==> config.mk <==
export PLATFORM = sky130hd
export DESIGN_NAME = bounded_integer_set
export DESIGN_NICKNAME = d
export VERILOG_FILES = /design/src/rtl/bis_pkg.sv /design/src/rtl/bounded_integer_set.sv /design/src/rtl/bis_slot_mem.sv /design/src/rtl/bis_ctrl.sv
export SDC_FILE = /design/constraint.sdc
export NUM_CORES = 1
export LEC_CHECK = 0
export BUFFER_PORTS_ARGS = -buffer_cell sky130_fd_sc_hd__buf_4
export CORE_MARGIN = 1.5
export CORE_UTILIZATION = 30
export CTS_CLUSTER_DIAMETER = 60
export CTS_CLUSTER_SIZE = 14
export DETAILED_ROUTE_END_ITERATION = 12
export GPL_TIMING_DRIVEN = 1
export PLACE_DENSITY = 0.49
export SLEW_MARGIN = 25
export SYNTH_ARGS = -nofsm -noshare
export SYNTH_HDL_FRONTEND = slang
export SYNTH_SLANG_ARGS = --single-unit
==> constraint.sdc <==
create_clock -name clk -period 9.95 [get_ports clk]
set_clock_uncertainty 0.1 [all_clocks]
set_input_delay 1.99 -clock clk [delete_from_list [all_inputs] [get_ports clk]]
set_output_delay 1.99 -clock clk [all_outputs]
set_load 0.01 [all_outputs]
==> src/rtl/bis_pkg.sv <==
// types and codes of the bounded integer set
package bis_pkg;

  typedef enum logic [1:0] {
    ACT_ADD    = 2'd0,
    ACT_REMOVE = 2'd1,
    ACT_QUERY  = 2'd2,
    ACT_CLEAR  = 2'd3
  } bis_action_t;

  typedef enum logic [2:0] {
    ST_INIT,
    ST_IDLE,
    ST_SCAN,
    ST_APPLY,
    ST_CLEAR
  } bis_state_t;

  typedef struct packed {
    bis_action_t        action;
    logic signed [31:0] value;
  } bis_in_t;

  typedef struct packed {
    logic       was_member;
    logic [4:0] element_count;
    logic       set_empty;
    logic       rejected;
  } bis_out_t;

  // one slot word as kept in the memory
  typedef struct packed {
    logic        valid;
    logic [31:0] value;
  } bis_slot_t;

endpackage

==> src/rtl/bounded_integer_set.sv <==
// Set of up to CAPACITY distinct 32-bit integers, one slot per element in a memory.
// Each action reads all CAPACITY slots, one per cycle through the single read port,
// then writes at most one slot; clear instead sweeps every slot to invalid.
// A new start is taken in the strobe cycle, except after clear, whose invalidating
// sweep writes one slot a cycle and keeps busy high past the strobe.
// After reset busy stays high while every slot is marked free.
module bounded_integer_set #(
  parameter int CAPACITY = 16
) (
  input  logic              clk,
  input  logic              rst_n,
  input  logic              start,
  output logic              busy,
  input  bis_pkg::bis_in_t  in_data,
  output logic              out_valid,
  output bis_pkg::bis_out_t out_data
);

  localparam int AW = $clog2(CAPACITY);

  logic               mem_rd_en;
  logic [AW-1:0]      mem_rd_addr;
  logic               mem_wr_en;
  logic [AW-1:0]      mem_wr_addr;
  bis_pkg::bis_slot_t mem_wr_word;
  bis_pkg::bis_slot_t mem_rd_word;

  bis_ctrl #(
    .CAPACITY(CAPACITY)
  ) u_ctrl (
    .clk         (clk),
    .rst_n       (rst_n),
    .start       (start),
    .in_data     (in_data),
    .busy        (busy),
    .out_valid   (out_valid),
    .out_data    (out_data),
    .mem_rd_en   (mem_rd_en),
    .mem_rd_addr (mem_rd_addr),
    .mem_wr_en   (mem_wr_en),
    .mem_wr_addr (mem_wr_addr),
    .mem_wr_word (mem_wr_word),
    .mem_rd_word (mem_rd_word)
  );

  bis_slot_mem #(
    .DEPTH(CAPACITY)
  ) u_mem (
    .clk     (clk),
    .wr_en   (mem_wr_en),
    .wr_addr (mem_wr_addr),
    .wr_word (mem_wr_word),
    .rd_en   (mem_rd_en),
    .rd_addr (mem_rd_addr),
    .rd_word (mem_rd_word)
  );

endmodule

==> src/rtl/bis_slot_mem.sv <==
// slot memory: one write port, one registered read port
module bis_slot_mem #(
  parameter int DEPTH = 16,
  localparam int AW = $clog2(DEPTH)
) (
  input  logic              clk,
  input  logic              wr_en,
  input  logic [AW-1:0]     wr_addr,
  input  bis_pkg::bis_slot_t wr_word,
  input  logic              rd_en,
  input  logic [AW-1:0]     rd_addr,
  output bis_pkg::bis_slot_t rd_word
);

  bis_pkg::bis_slot_t mem [DEPTH];
  bis_pkg::bis_slot_t rd_word_r;

  always_ff @(posedge clk) begin
    if (wr_en) begin
      mem[wr_addr] <= wr_word;
    end
  end

  always_ff @(posedge clk) begin
    if (rd_en) begin
      rd_word_r <= mem[rd_addr];
    end
  end

  assign rd_word = rd_word_r;

endmodule

==> src/rtl/bis_ctrl.sv <==
// scan sequencer: walks all slots, then writes at most one slot (clear sweeps all) and updates the count
module bis_ctrl #(
  parameter int CAPACITY = 16,
  localparam int AW = $clog2(CAPACITY)
) (
  input  logic               clk,
  input  logic               rst_n,
  input  logic               start,
  input  bis_pkg::bis_in_t   in_data,
  output logic               busy,
  output logic               out_valid,
  output bis_pkg::bis_out_t  out_data,
  output logic               mem_rd_en,
  output logic [AW-1:0]      mem_rd_addr,
  output logic               mem_wr_en,
  output logic [AW-1:0]      mem_wr_addr,
  output bis_pkg::bis_slot_t mem_wr_word,
  input  bis_pkg::bis_slot_t mem_rd_word
);

  localparam int CW = $clog2(CAPACITY + 1);
  localparam logic [AW-1:0] LAST = AW'(CAPACITY - 1);

  bis_pkg::bis_state_t  state_r, state_nxt;
  logic [AW-1:0]        idx_r, idx_nxt;
  logic [CW-1:0]        count_r, count_nxt;
  logic                 out_valid_r, out_valid_nxt;

  bis_pkg::bis_action_t act_r, act_nxt;
  logic [31:0]          val_r, val_nxt;
  logic                 hit_r, hit_nxt;
  logic [AW-1:0]        hit_idx_r, hit_idx_nxt;
  logic                 free_r, free_nxt;
  logic [AW-1:0]        free_idx_r, free_idx_nxt;
  bis_pkg::bis_out_t    out_r, out_nxt;

  logic                 slot_match;
  logic                 slot_free;
  logic                 rej;

  assign slot_match = mem_rd_word.valid && (mem_rd_word.value == val_r);
  assign slot_free  = !mem_rd_word.valid;

  always_comb begin
    state_nxt     = state_r;
    idx_nxt       = idx_r;
    count_nxt     = count_r;
    out_valid_nxt = 1'b0;
    act_nxt       = act_r;
    val_nxt       = val_r;
    hit_nxt       = hit_r;
    hit_idx_nxt   = hit_idx_r;
    free_nxt      = free_r;
    free_idx_nxt  = free_idx_r;
    out_nxt       = out_r;
    rej           = 1'b0;
    mem_rd_en     = 1'b0;
    mem_rd_addr   = idx_r + AW'(1);
    mem_wr_en     = 1'b0;
    mem_wr_addr   = idx_r;
    mem_wr_word   = '0;

    unique case (state_r)
      bis_pkg::ST_INIT, bis_pkg::ST_CLEAR: begin
        // sweep every slot to invalid
        mem_wr_en = 1'b1;
        if (idx_r == LAST) begin
          idx_nxt   = '0;
          state_nxt = bis_pkg::ST_IDLE;
        end else begin
          idx_nxt = idx_r + AW'(1);
        end
      end
      bis_pkg::ST_IDLE: begin
        if (start) begin
          act_nxt     = in_data.action;
          val_nxt     = in_data.value;
          hit_nxt     = 1'b0;
          free_nxt    = 1'b0;
          idx_nxt     = '0;
          mem_rd_en   = 1'b1;
          mem_rd_addr = '0;
          state_nxt   = bis_pkg::ST_SCAN;
        end
      end
      bis_pkg::ST_SCAN: begin
        // read data here belongs to slot idx_r
        if (slot_match) begin
          hit_nxt     = 1'b1;
          hit_idx_nxt = idx_r;
        end
        if (slot_free && !free_r) begin
          free_nxt     = 1'b1;
          free_idx_nxt = idx_r;
        end
        if (idx_r == LAST) begin
          state_nxt = bis_pkg::ST_APPLY;
        end else begin
          idx_nxt   = idx_r + AW'(1);
          mem_rd_en = 1'b1;
        end
      end
      bis_pkg::ST_APPLY: begin
        out_valid_nxt = 1'b1;
        idx_nxt       = '0;
        state_nxt     = bis_pkg::ST_IDLE;
        case (act_r)
          bis_pkg::ACT_ADD: begin
            if (!hit_r) begin
              if (free_r) begin
                mem_wr_en   = 1'b1;
                mem_wr_addr = free_idx_r;
                mem_wr_word = '{valid: 1'b1, value: val_r};
                count_nxt   = count_r + CW'(1);
              end else begin
                rej = 1'b1;
              end
            end
          end
          bis_pkg::ACT_REMOVE: begin
            if (hit_r) begin
              mem_wr_en   = 1'b1;
              mem_wr_addr = hit_idx_r;
              count_nxt   = count_r - CW'(1);
            end
          end
          bis_pkg::ACT_CLEAR: begin
            count_nxt = '0;
            state_nxt = bis_pkg::ST_CLEAR;
          end
          default: begin
          end
        endcase
        out_nxt.was_member    = hit_r;
        out_nxt.element_count = 5'(count_nxt);
        out_nxt.set_empty     = (count_nxt == '0);
        out_nxt.rejected      = rej;
      end
      default: begin
        state_nxt = bis_pkg::ST_INIT;
        idx_nxt   = '0;
      end
    endcase
  end

  always_ff @(posedge clk) begin
    if (!rst_n) begin
      state_r     <= bis_pkg::ST_INIT;
      idx_r       <= '0;
      count_r     <= '0;
      out_valid_r <= 1'b0;
    end else begin
      state_r     <= state_nxt;
      idx_r       <= idx_nxt;
      count_r     <= count_nxt;
      out_valid_r <= out_valid_nxt;
    end
  end

  always_ff @(posedge clk) begin
    act_r      <= act_nxt;
    val_r      <= val_nxt;
    hit_r      <= hit_nxt;
    hit_idx_r  <= hit_idx_nxt;
    free_r     <= free_nxt;
    free_idx_r <= free_idx_nxt;
    out_r      <= out_nxt;
  end

  assign busy      = (state_r != bis_pkg::ST_IDLE);
  assign out_valid = out_valid_r;
  assign out_data  = out_r;

endmodule

==> flow_summary.yaml, run 1 <==
synthesis:
  yosysSeqAreaShare: 0.7405
  ys.flop_type: "edfxtp_1"
  synth_edf_count: 613
  syn_avg_cell_area_sq_um: 16.34
  synthArstFlopShare: 0
  synth_area_sq_um: 25210
  syn_inst: 1543
  yosysWarnings: 0
  synth_nets: 1583
  yosysUniqueCellTypes: 64
  synth_seq_cells: 626
setup_path:
  crit_path_max_fanout: 42
  critPathCaptureType: "flip-flop"
  start_kind: "input pin"
  worstPathArrival_ns: 4.83
  crit_type: "in -> reg"
  required_ns: 10.19
global_routing:
  grt_pass1_vias: 14130
  overflow: 0
  grt_first_pass_wirelength_microns: 97030
  grt_max_degree: 120
  antenna_found_initial: 1
  grt_usage: 0.1541
sta:
  max_freq_ghz: 0.2181
  layout_min_cycle_time_ns: 4.586
  maxSlewViolCount: 0
  setup_viol: 0
  rsz0062_at_grt: "no"
  hold_ws_ns: 0.4964
  hold_viol: 0
  final.period_utilization: 0.4609
  relSlewSlack: 0.2829
  setup_slack_ns: 5.364
  setup_tns_ns: 0
  worst_slew_pin_slew_ns: 1.076
floorplan:
  ios: 47
  die-height_microns: 292.9
  core_area_sq_um: 83420
  rows: 106
  start_util: 0.3022
  dieArea_sq_um: 85780
  die_width_microns: 292.9
route:
  post_drt_wl_per_cell_microns: 24.73
  dr_total_vias: 14010
  drt_iter0_markers: 1348
  vias_per_cell: 5.225
  dr.pass1.iters: 6
  drcViolationCount: 0
  ant_nets: 0
  wl_microns: 66290
clock_tree:
  ctsHoldBuffers: 0
  clkSinkCount: 626
  clk_path_buf_depth: 3
  ctsResizeCount: 0
  clk_pin_slew_worst_paths_ns: 0.06
  clk_latency_ns: 0.64
  numCtsBuffers: 57
  root_buffer: "clkbuf_16"
  cts_setup_buffers: 0
  cts_tree: "yes"
  htreeDepth: 2
power_and_ir_drop:
  p_comb_frac: 0.068
  p_seq_frac: 0.542
  power.internal_mw: 4.182
  leakage_nw: 9.677
  p_sw_mw: 1.229
  swShare: 0.2272
  p_total_mw: 5.412
  clockPowerShare: 0.390
  p_per_area_nw_per_um2: 189.2
  irDropWorstVdd_mv: 0.1279
placed_design:
  dp_hpwl_microns: 32020
  post-place-ws_ns: 4.687
  port_buffers: 46
  gp_congestion: 0.7253
layout:
  fin_nets: 1614
  layout_commonest_cell: "edfxtp_1"
  fill_cells: 7822
  n_antenna_cell: 0
  finish.utilization: 0.3429
  layout_common_cells: "613 x edfxtp_1, 112 x mux2i_1, 99 x nand2_1"
  seq_area_sq_um: 18670
  multi_input_area_sq_um: 6202
  drive_gt1_frac: 0.1593
  syn_to_final_growth_pct: 13.46
outcome:
  outcome: "complete, no violations"
job:
  maxCapViolations: 0
min_path:
  hold_class: "reg -> reg"
-- worst paths after layout --
kind | start | end | slack (ns) | cells past startpoint
max | start | u_mem.rd_word[14] | 5.36 | 6
min | u_ctrl.count_r[4] | u_ctrl.count_r[4] | 0.50 | 2
max reg2reg | u_ctrl.act_r[0] | u_mem.mem[7][20] | 5.67 | 7
min reg2reg | u_ctrl.count_r[4] | u_ctrl.count_r[4] | 0.50 | 2
-- sequential cells by signal, summed over array words and instances, names as in the netlist --
register	cells
u_ctrl.free_idx_r	4
u_mem.mem	528
u_ctrl.hit_idx_r	4
u_ctrl.out_valid	1
u_ctrl.count_r	5
u_ctrl.state_r	3
u_ctrl.act_r	2
u_ctrl.free_r	1
u_ctrl.idx_r	4
u_ctrl.hit_r	1
u_ctrl.out_data	8
u_ctrl.val_r	32
u_mem.rd_word	33
-- power by group through the flow --
stage,clock [mW],sequential [mW],combinational (mW)
floorplan,0,2.98,0.241
global placement,0,2.99,0.367
detailed placement,0,2.99,0.369
CTS,2.17,2.93,0.371
global route,2.26,2.94,0.394
finish,2.11,2.93,0.366
-- worst max-delay path: stages --
cell and delay [ns]:
buf_4 0.13, nand4bb_4 0.44, clkinv_2 0.92, buf_4 0.61
a2111oi_0 0.53, o32ai_1 0.16
-- synth_stat cells (6+ instances only) --
| master | instances | area [sq um] |
|---|---|---|
| nand3_1 | 38 | 190.2 |
| o32ai_1 | 32 | 280.3 |
| inv_1 | 12 | 45.04 |
| clkbuf_1 | 51 | 191.4 |
| buf_4 | 6 | 45.04 |
| xnor2_1 | 30 | 262.8 |
| nor2_1 | 57 | 214.0 |
| nand2b_1 | 8 | 50.05 |
| mux2i_1 | 112 | 1121 |
| o21ai_0 | 44 | 220.2 |
| buf_2 | 35 | 175.2 |
| and2_1 | 38 | 237.7 |
| o221ai_1 | 33 | 289.0 |
| and3_1 | 31 | 193.9 |
| dfxtp_1 | 13 | 260.3 |
| a21oi_1 | 47 | 235.2 |
| nor3_1 | 10 | 50.05 |
| mux4_2 | 29 | 653.1 |
| nor4_1 | 6 | 37.54 |
| mux2_2 | 31 | 349.1 |
| nand4_1 | 7 | 43.79 |
| edfxtp_1 | 613 | 18410 |
| nand2_1 | 103 | 386.6 |
| a221oi_1 | 33 | 289.0 |
| buf_1 | 13 | 48.80 |
| a2111oi_0 | 29 | 254.0 |
-- cell families (layout without fill, tap and decap cells) --
group,count (synthesis),in the layout,synth area share
and+or+nand+nor,330,330,0.06571
buffers and inverters,119,177,0.02035
muxes,172,172,0.08422
adders and majority gates,3,3,0.001489
AOI/OAI and AO/OA,258,258,0.07559
DFF,626,626,0.7405
xor gates and xnor gates,35,35,0.01216
-- area by class of cell --
class	count	share of cell area
Clock buffer	65	0.05166
Clock inverter	21	0.008530
Inverter	14	0.001881
Multi-Input combinational cell	798	0.2168
Sequential cell	626	0.6528
Tap cell	1080	0.04724
Timing Repair Buffer	77	0.02108
-- metal layers --
| layer | up-vias | global-route usage | wire length [microns] | part of all wire |
|---|---|---|---|---|
| li1 | 6188 | - | - | - |
| met1 | 7366 | 0.2169 | 30850 | 0.47 |
| met2 | 369 | 0.2526 | 31250 | 0.47 |
| met3 | 84 | 0.01996 | 3044 | 0.046 |
| met4 | 0 | 0.03677 | 1141 | 0.017 |
| met5 | - | 0 | 0 | 0 |
-- per-stage QoR --
stage	cells	cell area [sq um]
floorplan	1543	25210
CTS	2681	28600
finish	2681	28600
detailed placement	2595	26880
global placement	2595	26880
global route	2681	28600
Note: power is estimated with default switching activity, not from simulation.
==> inputs of run 2 (changes only) <==
- ABC_AREA: default -> 1
- clock period: 9.95 -> 4.36 ns (I/O delays scaled with it)
==> run 2 against run 1 <==
Clock-buffer cell count is 3 lower; synthesized cell count rose by 51%; sequential cell count did not move; die area up 5.8%; routed wire length is 15% higher; total power grew to 3.4 times the previous value; area after synthesis increased by 5.9%; critical path depth is 4 higher; setup slack lost 4.3 ns; first-iteration DRC count up 14%; worst hold slack got worse by 0.19 ns; critical path type is now reg -> reg.
==> flow_summary.yaml, run 2 <==
clock_tree:
  clkSinkCount: 626
  ctsResizeCount: 0
  cts_tree: "yes"
  clk_pin_slew_worst_paths_ns: 0.06
  cts_setup_buffers: 0
  root_buffer: "clkbuf_16"
  numCtsBuffers: 57
  ctsHoldBuffers: 0
  clk_latency_ns: 0.64
  clk_path_buf_depth: 3
  htreeDepth: 2
sta:
  worst_slew_pin_slew_ns: 1.133
  final.period_utilization: 0.7565
  layout_min_cycle_time_ns: 3.298
  relSlewSlack: 0.2433
  setup_viol: 0
  setup_tns_ns: 0
  maxSlewViolCount: 0
  hold_ws_ns: 0.3018
  rsz0062_at_grt: "no"
  hold_viol: 0
  max_freq_ghz: 0.3032
  setup_slack_ns: 1.062
setup_path:
  worstRegToRegCells: 10
  r2r_slack_ns: 1.06
  crit_type: "reg -> reg"
  r2r-end: "u_mem.mem[6][28]"
  crit_path_cell_trace: "nand3_1 > buf_4 > inv_2 > nand2_1 > nand2_1 > inv_1 > nor2_1 > nand2_1 > nor2_4 > buf_4"
  cpMostUsedCell: "nand2_1"
  crit_path_max_fanout: 19
  crit-reg2reg-launch: "u_ctrl.state_r[0]"
  required_ns: 4.58
  start_kind: "flip-flop"
  critPathCaptureType: "flip-flop"
  cpMaxStageDelayCell: "nor2_4"
  worstPathArrival_ns: 3.52
  cpPeakStageDelay_ns: 0.62
power_and_ir_drop:
  irDropWorstVdd_mv: 0.5056
  p_total_mw: 18.48
  p_per_area_nw_per_um2: 608.7
  leakage_nw: 10.62
global_routing:
  grt_pass1_vias: 17020
  antenna_found_initial: 2
  overflow: 0
  grt_usage: 0.1676
  grt_first_pass_wirelength_microns: 113000
  grt_max_degree: 109
floorplan:
  die-height_microns: 301.3
  ios: 47
  start_util: 0.3024
  die_width_microns: 301.3
  core_area_sq_um: 88240
  rows: 109
  dieArea_sq_um: 90750
route:
  drt_iter0_markers: 1532
  drcViolationCount: 0
  vias_per_cell: 4.928
  dr_total_vias: 17470
  ant_nets: 0
  dr.pass1.iters: 5
  wl_microns: 76070
  post_drt_wl_per_cell_microns: 21.46
synthesis:
  yosysMostFrequentCell: "edfxtp_1"
  synth_nets: 2365
  synth_seq_cells: 626
  ys.flop_type: "edfxtp_1"
  yosysWarnings: 0
  yosysUniqueCellTypes: 33
  synth.top_cell.area_share: 0.6898
  syn_inst: 2325
  synth_area_sq_um: 26690
  netlist.top_cell.by_area: "edfxtp_1"
  synth_commonest_cells: "613 x edfxtp_1, 356 x nand3_1, 311 x nand2_1"
  yosysSeqAreaShare: 0.6995
  synthArstFlopShare: 0
  synthTopCellsByArea: "edfxtp_1 69%, nand3_1 6.7%, nand2_1 4.4%, nor2_1 4.3%, nand3b_1 3.7%"
  synth_edf_count: 613
  syn_avg_cell_area_sq_um: 11.48
job:
  maxCapViolations: 0
layout:
  syn_to_final_growth_pct: 13.78
  layout_common_cells: "613 x edfxtp_1, 356 x nand3_1, 307 x nand2_1"
  layout_commonest_cell: "edfxtp_1"
  fin_cells: 3545
  n_antenna_cell: 0
  top_register: "u_mem.mem"
  finish.utilization: 0.3441
  fin_nets: 2393
  fill_cells: 8648
  largest_reg_flops: 528
  drive_gt1_frac: 0.1080
  fin_area_sq_um: 30370
min_path:
  hold_class: "in -> reg"
  worstHoldPathCells: 1
  hold_start: "in_data[16]"
  hold_end: "u_ctrl.val_r[16]"
placed_design:
  dp_hpwl_microns: 41840
  place_area_sq_um: 28630
  port_buffers: 46
  dp.cells: 3459
  post-place-ws_ns: 1.071
  gp_congestion: 0.8257
outcome:
  outcome: "complete, no violations"
[run 2: changes by cell type in the layout (fill, tap and decap cells not counted), sizes merged, moves of 32 or more]
cell | before | now
a21oi | 47 | 9
a221oi | 33 | 0
and2 | 38 | 0
inv | 17 | 233
mux2i | 112 | 0
nand2 | 103 | 313
nand3 | 38 | 356
nand3b | 3 | 133
nor2 | 58 | 304
o2111ai | 0 | 33
o21ai | 45 | 117
o221ai | 33 | 0
o32ai | 32 | 0
[run 2: logic make-up after synthesis]
| logic type | Yosys count | share of synthesized area |
|---|---|---|
| and+or+nand+nor | 1159 | 0.2041 |
| DFF | 626 | 0.6995 |
| buffers and inverters | 359 | 0.05453 |
| adders and majority gates | 3 | 0.001407 |
| AOI/OAI and AO/OA | 166 | 0.03652 |
| xor gates and xnor gates | 12 | 0.003938 |
[run 2: layout make-up]
type	instances	area [sq um]	area share
clock buffer	62	1466	0.04829
multi-input combinational	1340	6769	0.2229
tap	1165	1458	0.04800
sequential	626	18670	0.6148
inverter	229	867.1	0.02855
timing repair buffer	99	905.9	0.02983
clock inverter	24	230.2	0.007582
[run 2: worst max-delay path: cells and delay by family, from the launching register on]
family                 cells  cell delay [ns]
and+or+nand+nor            6             1.54
DFF                        1             0.45
buffers and inverters      4             0.87
[run 2: layer usage]
metal / share of wire / global-route usage / up-vias / routed length, microns
li1: - / - / 8119 / -
met1: 0.47 / 0.2453 / 8703 / 35650
met2: 0.44 / 0.2559 / 522 / 33830
met3: 0.061 / 0.02557 / 120 / 4660
met4: 0.025 / 0.04894 / 4 / 1911
met5: 0.00021 / 0 / - / 16
[run 2: power breakdown]
part	total (mW)	switching (mW)	internal (mW)	leakage, nW
registers	7.77	0.273	7.49	5.09
logic	5.92	4.18	1.75	4.71
clock network	4.79	2.26	2.54	0.824
[run 2: worst max path at each step]
stage / startpoint / endpoint / slack [ns] / cells past startpoint
final: u_ctrl.state_r[0] / u_mem.mem[6][28] / 1.06 / 10
after global routing: u_ctrl.state_r[0] / u_mem.mem[6][28] / 0.87 / 10
after CTS: u_ctrl.state_r[0] / u_mem.mem[6][28] / 1.07 / 10
after detailed placement: u_ctrl.state_r[0] / u_mem.mem[6][24] / 1.07 / 10
after global placement: u_ctrl.state_r[0] / u_mem.mem[15][13] / 1.13 / 10
after floorplan: u_ctrl.hit_r / u_mem.mem[0][0] / 1.04 / 10
